[src/rtl/sjse_pkg.sv]
// sjse_pkg: shared constants, types and helpers for the sjis string literal escaper
// no dependencies; sjse_front, sjse_queue, sjse_back and the top refer to it by scoped names
`timescale 1ns / 1ps
`default_nettype none

package sjse_pkg;

  localparam logic [7:0] CH_TAB    = 8'h09;
  localparam logic [7:0] CH_LF     = 8'h0A;
  localparam logic [7:0] CH_CR     = 8'h0D;
  localparam logic [7:0] CH_QUOTE  = 8'h22;
  localparam logic [7:0] CH_BSLASH = 8'h5C;
  localparam logic [7:0] CH_LOW_T  = 8'h74;
  localparam logic [7:0] CH_LOW_N  = 8'h6E;
  localparam logic [7:0] CH_LOW_R  = 8'h72;

  localparam int unsigned MAX_RUN = 4;
  localparam int unsigned RUN_IDX_W = $clog2(MAX_RUN);
  localparam int unsigned RUN_CNT_W = $clog2(MAX_RUN + 1);

  // one item's worth of output bytes, first byte in slot 0
  typedef struct packed {
    logic [MAX_RUN-1:0][7:0] bytes;
    logic [RUN_IDX_W-1:0]    last_idx;
    logic                    done;
  } cmd_t;

  function automatic logic is_lead(input logic [7:0] c);
    is_lead = (c inside {[8'h81:8'h9F]}) || (c inside {[8'hE0:8'hFC]});
  endfunction

endpackage

`default_nettype wire

[src/rtl/sjse_in_if.sv]
// sjse_in_if: input channel carrying one source byte or a terminator per item
// valid/ready handshake; no dependencies
`timescale 1ns / 1ps
`default_nettype none

interface sjse_in_if;
  logic       valid;
  logic       ready;
  logic [7:0] char_byte;
  logic       end_of_string;

  modport source (output valid, output char_byte, output end_of_string, input ready);
  modport sink   (input valid, input char_byte, input end_of_string, output ready);
endinterface

`default_nettype wire

[src/rtl/sjse_out_if.sv]
// sjse_out_if: output channel carrying one byte of the quoted literal per item
// valid/ready handshake; no dependencies
`timescale 1ns / 1ps
`default_nettype none

interface sjse_out_if;
  logic       valid;
  logic       ready;
  logic [7:0] out_byte;
  logic       last_in_run;
  logic       literal_done;

  modport source (output valid, output out_byte, output last_in_run, output literal_done,
                  input ready);
  modport sink   (input valid, input out_byte, input last_in_run, input literal_done,
                  output ready);
endinterface

`default_nettype wire

[src/rtl/sjse_front.sv]
// sjse_front: accepts input items, tracks quote/cr/trail state, builds at most one command per item
// depends on sjse_pkg and sjse_in_if
`timescale 1ns / 1ps
`default_nettype none

module sjse_front (
  input  wire logic          clk,
  input  wire logic          rst,
  sjse_in_if.sink            in_ch,
  input  wire logic          cfg_wr_en,
  input  wire logic          cfg_wr_data,
  output sjse_pkg::cmd_t     push_cmd,
  output logic               push_valid,
  input  wire logic          push_ready
);

  logic multibyte_enable;
  logic quote_open;
  logic pending_cr;
  logic trail_pending;
  logic quote_open_next;
  logic pending_cr_next;
  logic trail_pending_next;

  logic [sjse_pkg::RUN_CNT_W-1:0]            n;
  logic [sjse_pkg::MAX_RUN-1:0][7:0]         bytes;
  logic                                      done;
  logic                                      handled;
  logic [7:0]                                c;
  logic                                      accept;

  assign c = in_ch.char_byte;

  always_comb begin
    n = '0;
    bytes = '0;
    done = 1'b0;
    handled = 1'b0;
    quote_open_next = quote_open;
    pending_cr_next = pending_cr;
    trail_pending_next = trail_pending;
    if (!quote_open) begin
      bytes[n[sjse_pkg::RUN_IDX_W-1:0]] = sjse_pkg::CH_QUOTE;
      n = n + 1'b1;
      quote_open_next = 1'b1;
    end
    if (in_ch.end_of_string) begin
      if (pending_cr) begin
        bytes[n[sjse_pkg::RUN_IDX_W-1:0]] = sjse_pkg::CH_BSLASH;
        n = n + 1'b1;
        bytes[n[sjse_pkg::RUN_IDX_W-1:0]] = sjse_pkg::CH_LOW_R;
        n = n + 1'b1;
      end
      bytes[n[sjse_pkg::RUN_IDX_W-1:0]] = sjse_pkg::CH_QUOTE;
      n = n + 1'b1;
      done = 1'b1;
      quote_open_next = 1'b0;
      pending_cr_next = 1'b0;
      trail_pending_next = 1'b0;
    end else if (trail_pending) begin
      bytes[n[sjse_pkg::RUN_IDX_W-1:0]] = c;
      n = n + 1'b1;
      trail_pending_next = 1'b0;
    end else begin
      if (pending_cr) begin
        pending_cr_next = 1'b0;
        bytes[n[sjse_pkg::RUN_IDX_W-1:0]] = sjse_pkg::CH_BSLASH;
        n = n + 1'b1;
        if (c == sjse_pkg::CH_LF) begin
          bytes[n[sjse_pkg::RUN_IDX_W-1:0]] = sjse_pkg::CH_LOW_N;
          handled = 1'b1;
        end else begin
          bytes[n[sjse_pkg::RUN_IDX_W-1:0]] = sjse_pkg::CH_LOW_R;
        end
        n = n + 1'b1;
      end
      if (!handled) begin
        if (c == sjse_pkg::CH_CR) begin
          pending_cr_next = 1'b1;
        end else if (c == sjse_pkg::CH_TAB || c == sjse_pkg::CH_QUOTE ||
                     c == sjse_pkg::CH_BSLASH) begin
          bytes[n[sjse_pkg::RUN_IDX_W-1:0]] = sjse_pkg::CH_BSLASH;
          n = n + 1'b1;
          bytes[n[sjse_pkg::RUN_IDX_W-1:0]] = (c == sjse_pkg::CH_TAB) ?
                                               sjse_pkg::CH_LOW_T : c;
          n = n + 1'b1;
        end else begin
          bytes[n[sjse_pkg::RUN_IDX_W-1:0]] = c;
          n = n + 1'b1;
          if (multibyte_enable && sjse_pkg::is_lead(c)) begin
            trail_pending_next = 1'b1;
          end
        end
      end
    end
  end

  assign in_ch.ready = push_ready;
  assign accept = in_ch.valid && push_ready;
  assign push_valid = in_ch.valid && (n != '0);

  assign push_cmd.bytes = bytes;
  assign push_cmd.last_idx = sjse_pkg::RUN_IDX_W'(n - 1'b1);
  assign push_cmd.done = done;

  always_ff @(posedge clk) begin
    if (rst) begin
      multibyte_enable <= 1'b1;
      quote_open <= 1'b0;
      pending_cr <= 1'b0;
      trail_pending <= 1'b0;
    end else begin
      if (cfg_wr_en) begin
        multibyte_enable <= cfg_wr_data;
      end
      if (accept) begin
        quote_open <= quote_open_next;
        pending_cr <= pending_cr_next;
        trail_pending <= trail_pending_next;
      end
    end
  end

endmodule

`default_nettype wire

[src/rtl/sjse_queue.sv]
// sjse_queue: two-entry command queue between front and back
// depends on sjse_pkg
`timescale 1ns / 1ps
`default_nettype none

module sjse_queue (
  input  wire logic            clk,
  input  wire logic            rst,
  input  wire sjse_pkg::cmd_t  push_cmd,
  input  wire logic            push_valid,
  output logic                 push_ready,
  output sjse_pkg::cmd_t       pop_cmd,
  output logic                 pop_valid,
  input  wire logic            pop_ready
);

  sjse_pkg::cmd_t mem [2];
  logic       wr_ptr;
  logic       rd_ptr;
  logic [1:0] count;
  logic       do_push;
  logic       do_pop;

  assign push_ready = (count != 2'd2);
  assign pop_valid = (count != 2'd0);
  assign pop_cmd = mem[rd_ptr];
  assign do_push = push_valid && push_ready;
  assign do_pop = pop_valid && pop_ready;

  always_ff @(posedge clk) begin
    if (do_push) begin
      mem[wr_ptr] <= push_cmd;
    end
  end

  always_ff @(posedge clk) begin
    if (rst) begin
      wr_ptr <= 1'b0;
      rd_ptr <= 1'b0;
      count <= 2'd0;
    end else begin
      if (do_push) begin
        wr_ptr <= ~wr_ptr;
      end
      if (do_pop) begin
        rd_ptr <= ~rd_ptr;
      end
      case ({do_push, do_pop})
        2'b10:   count <= count + 2'd1;
        2'b01:   count <= count - 2'd1;
        default: count <= count;
      endcase
    end
  end

endmodule

`default_nettype wire

[src/rtl/sjse_back.sv]
// sjse_back: walks the head command one byte per cycle, while out_ch is not stalling, into the output register
// depends on sjse_pkg and sjse_out_if
`timescale 1ns / 1ps
`default_nettype none

module sjse_back (
  input  wire logic            clk,
  input  wire logic            rst,
  input  wire sjse_pkg::cmd_t  pop_cmd,
  input  wire logic            pop_valid,
  output logic                 pop_ready,
  sjse_out_if.source           out_ch
);

  logic [sjse_pkg::RUN_IDX_W-1:0] idx;
  logic                           out_valid;
  logic [7:0]                     out_byte;
  logic                           last_in_run;
  logic                           literal_done;
  logic                           load;
  logic                           at_last;

  assign load = pop_valid && (!out_valid || out_ch.ready);
  assign at_last = (idx == pop_cmd.last_idx);
  assign pop_ready = load && at_last;

  assign out_ch.valid = out_valid;
  assign out_ch.out_byte = out_byte;
  assign out_ch.last_in_run = last_in_run;
  assign out_ch.literal_done = literal_done;

  always_ff @(posedge clk) begin
    if (rst) begin
      idx <= '0;
      out_valid <= 1'b0;
    end else begin
      if (load) begin
        out_valid <= 1'b1;
        idx <= at_last ? '0 : idx + 1'b1;
      end else if (out_ch.ready) begin
        out_valid <= 1'b0;
      end
    end
  end

  always_ff @(posedge clk) begin
    if (load) begin
      out_byte <= pop_cmd.bytes[idx];
      last_in_run <= at_last;
      literal_done <= at_last && pop_cmd.done;
    end
  end

endmodule

`default_nettype wire

[src/rtl/shiftjis_string_literal_escaper_top.sv]
// shiftjis_string_literal_escaper_top: front classifier, command queue and byte serializer
// depends on sjse_pkg, sjse_in_if, sjse_out_if, sjse_front, sjse_queue, sjse_back
//
// channel   dir   handshake      payload
// in_ch     in    valid/ready    char_byte[7:0], end_of_string
// out_ch    out   valid/ready    out_byte[7:0], last_in_run, literal_done
// cfg       in    cfg_wr_en      cfg_wr_data (multibyte_enable)
//
// an item is taken whenever the two-entry queue has room
// each item gives 0 to 4 output bytes, sent from the output register one per cycle
// while out_ch does not stall; the queue takes new items while earlier ones drain
// the first output byte goes through a queue entry, then the output register
// rst is synchronous; out_ch stalls back up through the queue into in_ch.ready
`timescale 1ns / 1ps
`default_nettype none

module shiftjis_string_literal_escaper_top (
  input  wire logic  clk,
  input  wire logic  rst,
  sjse_in_if.sink    in_ch,
  sjse_out_if.source out_ch,
  input  wire logic  cfg_wr_en,
  input  wire logic  cfg_wr_data
);

  sjse_pkg::cmd_t push_cmd;
  logic           push_valid;
  logic           push_ready;
  sjse_pkg::cmd_t pop_cmd;
  logic           pop_valid;
  logic           pop_ready;

  sjse_front u_front (
    .clk         (clk),
    .rst         (rst),
    .in_ch       (in_ch),
    .cfg_wr_en   (cfg_wr_en),
    .cfg_wr_data (cfg_wr_data),
    .push_cmd    (push_cmd),
    .push_valid  (push_valid),
    .push_ready  (push_ready)
  );

  sjse_queue u_queue (
    .clk        (clk),
    .rst        (rst),
    .push_cmd   (push_cmd),
    .push_valid (push_valid),
    .push_ready (push_ready),
    .pop_cmd    (pop_cmd),
    .pop_valid  (pop_valid),
    .pop_ready  (pop_ready)
  );

  sjse_back u_back (
    .clk       (clk),
    .rst       (rst),
    .pop_cmd   (pop_cmd),
    .pop_valid (pop_valid),
    .pop_ready (pop_ready),
    .out_ch    (out_ch)
  );

  a_done_is_last: assert property (@(posedge clk) disable iff (rst)
    out_ch.valid && out_ch.literal_done |-> out_ch.last_in_run)
    else $error("literal_done without last_in_run");

  a_done_is_quote: assert property (@(posedge clk) disable iff (rst)
    out_ch.valid && out_ch.literal_done |-> out_ch.out_byte == sjse_pkg::CH_QUOTE)
    else $error("closing byte is not a quote");

  a_push_done_quote: assert property (@(posedge clk) disable iff (rst)
    push_valid && push_cmd.done |-> push_cmd.bytes[push_cmd.last_idx] == sjse_pkg::CH_QUOTE)
    else $error("terminator command does not end in a quote");

  a_pop_then_load: assert property (@(posedge clk) disable iff (rst)
    pop_valid && pop_ready |=> out_ch.valid && out_ch.last_in_run)
    else $error("popped command did not end in a last byte");

endmodule

`default_nettype wire

[src/flat_wrapper.sv]
// flat-port wrapper written by rule: the top's interface ports become plain ports
module shiftjis_string_literal_escaper_top_flat 
  (clk, rst, cfg_wr_en, cfg_wr_data, in_ch_valid, in_ch_char_byte, in_ch_end_of_string, in_ch_ready, out_ch_valid, out_ch_out_byte, out_ch_last_in_run, out_ch_literal_done, out_ch_ready);
  sjse_in_if in_ch_i ();
  sjse_out_if out_ch_i ();
  input  wire logic clk;
  input  wire logic rst;
  input  wire logic cfg_wr_en;
  input  wire logic cfg_wr_data;
  input wire logic [$bits(in_ch_i.valid)-1:0] in_ch_valid;
  input wire logic [$bits(in_ch_i.char_byte)-1:0] in_ch_char_byte;
  input wire logic [$bits(in_ch_i.end_of_string)-1:0] in_ch_end_of_string;
  output wire logic [$bits(in_ch_i.ready)-1:0] in_ch_ready;
  output wire logic [$bits(out_ch_i.valid)-1:0] out_ch_valid;
  output wire logic [$bits(out_ch_i.out_byte)-1:0] out_ch_out_byte;
  output wire logic [$bits(out_ch_i.last_in_run)-1:0] out_ch_last_in_run;
  output wire logic [$bits(out_ch_i.literal_done)-1:0] out_ch_literal_done;
  input wire logic [$bits(out_ch_i.ready)-1:0] out_ch_ready;
  assign in_ch_i.valid = in_ch_valid;
  assign in_ch_i.char_byte = in_ch_char_byte;
  assign in_ch_i.end_of_string = in_ch_end_of_string;
  assign in_ch_ready = in_ch_i.ready;
  assign out_ch_valid = out_ch_i.valid;
  assign out_ch_out_byte = out_ch_i.out_byte;
  assign out_ch_last_in_run = out_ch_i.last_in_run;
  assign out_ch_literal_done = out_ch_i.literal_done;
  assign out_ch_i.ready = out_ch_ready;
  shiftjis_string_literal_escaper_top u_core (.clk(clk), .rst(rst), .in_ch(in_ch_i), .out_ch(out_ch_i), .cfg_wr_en(cfg_wr_en), .cfg_wr_data(cfg_wr_data));
endmodule
[config.mk]
export PLATFORM = sky130hd
export DESIGN_NAME = shiftjis_string_literal_escaper_top_flat
export DESIGN_NICKNAME = d
export VERILOG_FILES = /design/src/rtl/sjse_pkg.sv /design/src/rtl/sjse_in_if.sv /design/src/rtl/sjse_out_if.sv /design/src/rtl/sjse_front.sv /design/src/rtl/sjse_queue.sv /design/src/rtl/sjse_back.sv /design/src/rtl/shiftjis_string_literal_escaper_top.sv /design/src/flat_wrapper.sv
export SDC_FILE = /design/constraint.sdc
export NUM_CORES = 1
export LEC_CHECK = 0
export ABC_AREA = 1
export BUFFER_PORTS_ARGS = -buffer_cell sky130_fd_sc_hd__buf_2
export CAP_MARGIN = 30
export CORE_MARGIN = 8
export CORE_UTILIZATION = 50
export DETAILED_ROUTE_END_ITERATION = 8
export GPL_TIMING_DRIVEN = 0
export PLACE_DENSITY = 0.67
export SLEW_MARGIN = 10
export SYNTH_ARGS = -nofsm -noshare
export SYNTH_HDL_FRONTEND = slang
export SYNTH_SLANG_ARGS = --single-unit
[constraint.sdc]
create_clock -name clk -period 12.1 [get_ports clk]
set_input_delay 0.605 -clock clk [delete_from_list [all_inputs] [get_ports clk]]
set_output_delay 0.605 -clock clk [all_outputs]
set_load 0.02 [all_outputs]
==> results of run 1 <==
-- sequential cells by signal, summed over array words and instances (netlist names), 2 cells and up, named ones only --
register / cells
u_core.u_queue.mem: 70
u_core.u_queue.count: 2
u_core.u_back.out_ch.out_byte: 8
u_core.u_back.idx: 2
-- per-layer routing --
| layer | global-route usage [%] | up-vias |
|---|---|---|
| li1 | - | 2126 |
| met1 | 28.3 | 2069 |
| met2 | 36.7 | 239 |
| met3 | 3.80 | 57 |
| met4 | 15.1 | 0 |
| met5 | 0 | - |
-- where the power goes --
| group | internal (mW) | switching, mW | total (mW) |
|---|---|---|---|
| Clock | 0.117 | 0.109 | 0.226 |
| Sequential | 0.420 | 0.0163 | 0.437 |
| Combinational | 0.0984 | 0.240 | 0.339 |
-- worst max-delay path, delay by kind of cell, from the launching register on --
family                   cells  cell delay [ns]
AO/OA/AOI/OAI                1             0.17
adder cells (fa/ha/maj)      2             0.57
buffers and inverters        3             1.04
flip-flops                   1             0.69
AND/OR/NAND/NOR              7             0.80
-- cells in the mapped netlist --
cell type  number  area [sq um]
buf_4           1          7.51
o21a_1          2          15.0
o31ai_1         3          22.5
and2_1          1          6.26
nand2_1       115           432
clkinv_1        2          7.51
o21ai_0        51           255
nand2_4         3          33.8
nand3_4         2          35.0
nor3_2          1          10.0
nand3_2         3          30.0
edfxtp_1       80          2400
or2_2           1          6.26
ha_1           11           138
nand4_1         4          25.0
dfxtp_1        12           240
a41oi_1         1          8.76
buf_1           1          3.75
o22ai_1        10          62.6
o21ai_1         6          30.0
nor4_1          3          18.8
nor2_1         82           308
a21oi_1        37           185
nand3_1        37           185
nor2_2          4          25.0
nor3_1          9          45.0
inv_2          10          37.5
buf_2           5          25.0
clkbuf_1       15          56.3
buf_6           4          45.0
nor2_4          2          22.5
inv_1          39           146
nor3b_1         1          7.51
o32ai_1         2          17.5
xor2_1          3          26.3
a31oi_1        14          87.6
a211oi_1        3          22.5
o211ai_1        3          22.5
nand2_2        10          62.6
-- stage by stage --
step / cell area, sq um / hold slack (ns) / utilization [%]
finish: 5660 / 0.422 / 55.9
global route: 5660 / 0.411 / 55.9
CTS: 5660 / 0.409 / 55.9
detailed placement: 5440 / 0.496 / 53.7
global placement: 5410 / 0.471 / 53.3
floorplan: 5120 / 0.447 / -
-- area by class of cell --
cell class	instances	area share (%)
Inverter	51	3.38
Clock buffer	9	2.19
Clock inverter	7	1.70
Tap cell	136	3.00
Sequential cell	92	46.7
Multi-Input combinational cell	424	38.0
Buffer	26	2.43
Timing Repair Buffer	26	2.61
-- worst max-delay path by stage --
stage	from	endpoint	slack (ns)	depth (start not counted)
finish	u_core.u_front.quote_open	u_core.u_queue.mem[1][29]	8.42	13
detailed placement	in_ch_char_byte[4]	u_core.u_queue.mem[1][30]	8.29	16
CTS	u_core.u_front.quote_open	u_core.u_queue.mem[1][29]	8.48	13
global placement	in_ch_char_byte[4]	u_core.u_queue.mem[0][22]	6.55	16
floorplan	in_ch_char_byte[6]	u_core.u_queue.mem[0][0]	8.00	16
global route	u_core.u_front.quote_open	u_core.u_queue.count[1]	8.17	18
-- logic make-up (layout without fill, tap and decap cells) --
logic type                 count (synthesis)  after routing  share of synthesized area (%)
AOI/OAI and AO/OA                        132            132                           14.3
xor gates and xnor gates                   3              3                          0.514
adders and majority gates                 11             11                           2.69
buffers and inverters                     77            119                           6.43
DFF                                       92             92                           51.6
and+or+nand+nor                          278            278                           24.5
==> impl_metrics.toml, run 1 <==
[placement]
dp_cells = 755
gp_congestion = 0.999
post-place-ws_ns = 8.29
port_buffers = 24
hpwl_mm = 11.0

[critical_path]
crit_type = "reg2reg"
crit_required_ns = 12.08
rr_endpoint = "u_core.u_queue.mem[1][29]"
r2r_slack_ns = 8.42
rr_worst_depth = 13
worstPathMaxFanout = 35
r2r_start = "u_core.u_front.quote_open"
cp-end-kind = "flop"
critPathArrivalTime_ns = 3.66
critPathLaunchType = "flop"
cp_cell_sequence = "inv_1 > ha_1 > inv_1 > nand2_1 > nand3_1 > nand3_1 > nand2_1 > o21ai_0 > ha_1 > and2_1 > nand2_2 > nand3_2 > inv_2"
slowest_stage = "dfxtp_1"
cp_slowest_stage_delay_ns = 0.69

[global_route]
grt_pass1_vias = 4295
grt_max_degree = 36
grt.total_usage_pct = 23.0
grt_pass1_wl_mm = 23.2
antenna_found_initial = 0
grt_overflow_total = 0

[sta]
finalWorstSetupSlack_ns = 8.42
period_share_pct = 30.4
finClkSkew_ns = 0.0202
hold_violations = 0
slew_viol_final = 0
fin_crit_ns = 3.68
slew_headroom_pct = 48.8
setup_violations = 0
max_freq_ghz = 0.272
rsz0062_at_grt = "false"
worst_pin_slew_ns = 0.767
final.setup.tns_ns = 0

[worst_hold_path]
hold_end = "u_core.u_front.multibyte_enable"
hold_path_class = "in2reg"
min-delay-start = "cfg_wr_en"
hold_path_depth = 2

[routing]
viasPerCell = 5.82
drt-initial-drc-count = 423
num_vias = 4491
drt.antenna.violating_nets = 0
drc = 0
drt-pass1-iter-count = 6
detail_route.wl_per_cell_um = 19.4
drt-met1-wl_mm = 6.15
wl_met2_mm = 6.98
maxUsedRoutingLayer = "met4"
routed_wl_mm = 14.9
met3RoutedLength_mm = 1.12

[final_layout]
syn_to_final_growth_pct = 10.7
fill_cells = 942
final_cell_mix = "nand2_1, nor2_1, edfxtp_1"
diodes = 0
stdcell_count = 771
multiInputGateArea_sq_mm = 0.00215
fin_nets = 656
regArea_sq_mm = 0.00264
drive_gt1_share_pct = 14.2
final_common_cell = "nand2_1"

[yosys]
synth_nets = 619
syn-instance-count = 593
yosys_warnings = 0
synth.cell_area_sq_mm = 0.00512
yosysSeqAreaShare_pct = 51.6
syn_avg_cell_area_sq_um = 8.63
ys_seq_elements = 92
synth_cell_type_count = 39

[floorplanning]
num_rows = 37
ios = 27
core_area_sq_mm = 0.0101
die_area_sq_mm = 0.0137
fp.dieH_um = 117
start_util_pct = 50.5
fp.dieW_um = 117

[clocking]
cts_resized = 0
cts_tree = "done"
worstSkewPairLatency_ns = 0.36
post_cts_buffers = 0
clockBufferDepth = 2
cts_hold_buffers = 0
cts-htree-levels = 3
path_clk_slew_ns = 0.10
root_buffer = "clkbuf_8"
cts_buffers = 9
cts_sinks = 92

[run]
max_cap_violations = 0

[pwr]
power.leakage_nw = 2.32
power_mw = 1.00
ir_drop_uv = 101
p_per_area_mw_per_mm2 = 177

[status]
status = "finished clean"
Note: power is estimated with default switching activity, not from simulation.
==> inputs of run 2 (changes only) <==
clock period = 3.8 ns   (was 12.1 ns; I/O delays follow)
==> run 2 against run 1 <==
Compared with the run above: non-clock buffer count is the same; largest cell class unchanged; final cell count is the same; combinational power grew to 3.2 times the previous value; wire length grew 0.84%; clock skew grew 0.0020 ns; first-iteration DRC count shrank 14%; critical endpoint is now u_core.u_queue.count[1]; fmax grew 6.6%; via count shrank 2.9%; count of clock-buffer cells in the layout grew 1; total power grew to 3.2 times the previous value.
==> impl_metrics.toml, run 2 (synthesized netlist as in run 1, its figures left out) <==
[routing]
detail_route.wl_per_cell_um = 19.6
num_vias = 4362
drt.antenna.violating_nets = 0
drt-initial-drc-count = 365
drt-pass1-iter-count = 5
routed_wl_mm = 15.1
drc = 0
viasPerCell = 5.66

[floorplanning]
fp.dieH_um = 117
start_util_pct = 50.5
core_area_sq_mm = 0.0101
die_area_sq_mm = 0.0137
ios = 27
num_rows = 37
fp.dieW_um = 117

[sta]
fin_crit_ns = 3.45
rsz0062_at_grt = "false"
whs_ns = 0.0160
finClkSkew_ns = 0.0222
slew_headroom_pct = 59.5
slew_viol_final = 0
worst_pin_slew_ns = 0.607
final.setup.tns_ns = 0
period_share_pct = 90.8
hold_violations = 0
setup_violations = 0
max_freq_ghz = 0.290

[final_layout]
largest_register = "u_core.u_queue.mem"
drive_gt1_share_pct = 14.3
reg_top3 = "u_core.u_queue.mem: 70 flops, u_core.u_back.out_ch.out_byte: 8 flops"
final_cell_mix = "nand2_1, nor2_1, edfxtp_1"
syn_to_final_growth_pct = 11.0
fin_nets = 656
largest_register_ffs = 70
regArea_sq_mm = 0.00264
diodes = 0
design_area_sq_mm = 0.00568
multiInputGateArea_sq_mm = 0.00215
fill_cells = 924
final_common_cell = "nand2_1"
final_util_pct = 56.0

[critical_path]
worst-path-buf-inv = 3
worstPathMaxFanout = 10
crit_top_cell = "o21ai_0"
critPathArrivalTime_ns = 3.71
critPathLaunchType = "flop"
crit_type = "reg2reg"
cp_slowest_stage_delay_ns = 0.69
crit_family = "adder cells"
cp-end-kind = "flop"
crit_required_ns = 4.05
slowest_stage = "dfxtp_1"
cp_cell_sequence = "inv_1 > ha_1 > inv_1 > nand2_1 > inv_1 > o21ai_0 > nand3_1 > nand2_1 > o21ai_0 > ha_1 > and2_1 > nand2_2 > nand2_1 > ha_1 > a21oi_1 > o21ai_0 > o21ai_0 > a21oi_1"

[pwr]
power.leakage_nw = 2.33
ir_drop_uv = 292
p_per_area_mw_per_mm2 = 565

[clocking]
path_clk_slew_ns = 0.09
root_buffer = "clkbuf_8"
cts_resized = 0
post_cts_buffers = 0
cts_buffers = 9
cts_sinks = 92
cts_tree = "done"
cts_hold_buffers = 0
cts-htree-levels = 3
worstSkewPairLatency_ns = 0.37
clockBufferDepth = 2

[status]
status = "finished clean"

[global_route]
grt_max_degree = 36
grt.total_usage_pct = 23.0
grt_pass1_wl_mm = 23.3
grt_overflow_total = 0
grt_pass1_vias = 4323
antenna_found_initial = 0

[placement]
port_buffers = 24
dpl-instance-area_sq_mm = 0.00544
gp_congestion = 1.05
hpwl_mm = 11.1

[worst_hold_path]
hold_path_class = "in2reg"

[run]
max_cap_violations = 0
run 2: cell types whose count changed in the layout (fill, tap and decap cells not counted), sizes merged:
cell / previous run / this run
clkbuf: 24 / 25
clkinv: 5 / 4
run 2: final timing paths:
kind                              startpoint                              end  slack [ns]  cells past startpoint
max                u_core.u_front.pending_cr          u_core.u_queue.count[1]        0.35                     18
min reg2reg  u_core.u_front.multibyte_enable  u_core.u_front.multibyte_enable        0.48                      2
min                                cfg_wr_en  u_core.u_front.multibyte_enable        0.02                      2
max reg2reg        u_core.u_front.pending_cr          u_core.u_queue.count[1]        0.35                     18
run 2: routing by layer:
metal,vias to the layer above,global-route usage (%),wire [um]
li1,2118,-,-
met1,2071,28.6,6600
met2,138,38.7,7170
met3,35,2.98,737
met4,0,11.4,562
met5,-,0,0
run 2: cell type report:
class                      instances  area share (%)
buffer                            26            2.42
clock buffer                      10            2.42
clock inverter                     6            1.65
inverter                          51            3.42
multi-input combinational        424            37.9
sequential                        92            46.6
tap                              136            3.00
timing repair buffer              26            2.60
run 2: metrics by stage:
step	power, mW	std cells	worst slack [ns]
finish	3.21	771	0.348
global route	3.36	771	0.0861
CTS	3.21	771	0.217
detailed placement	2.47	755	0.239
global placement	2.44	753	-0.569
floorplan	2.11	593	0.562
run 2: power by group:
part	switching [mW]	internal (mW)	leakage (nW)	total, mW
registers	0.0497	1.34	0.855	1.39
logic	0.753	0.313	1.36	1.07
clock network	0.356	0.396	0.119	0.752
total	1.16	2.05	2.33	3.21
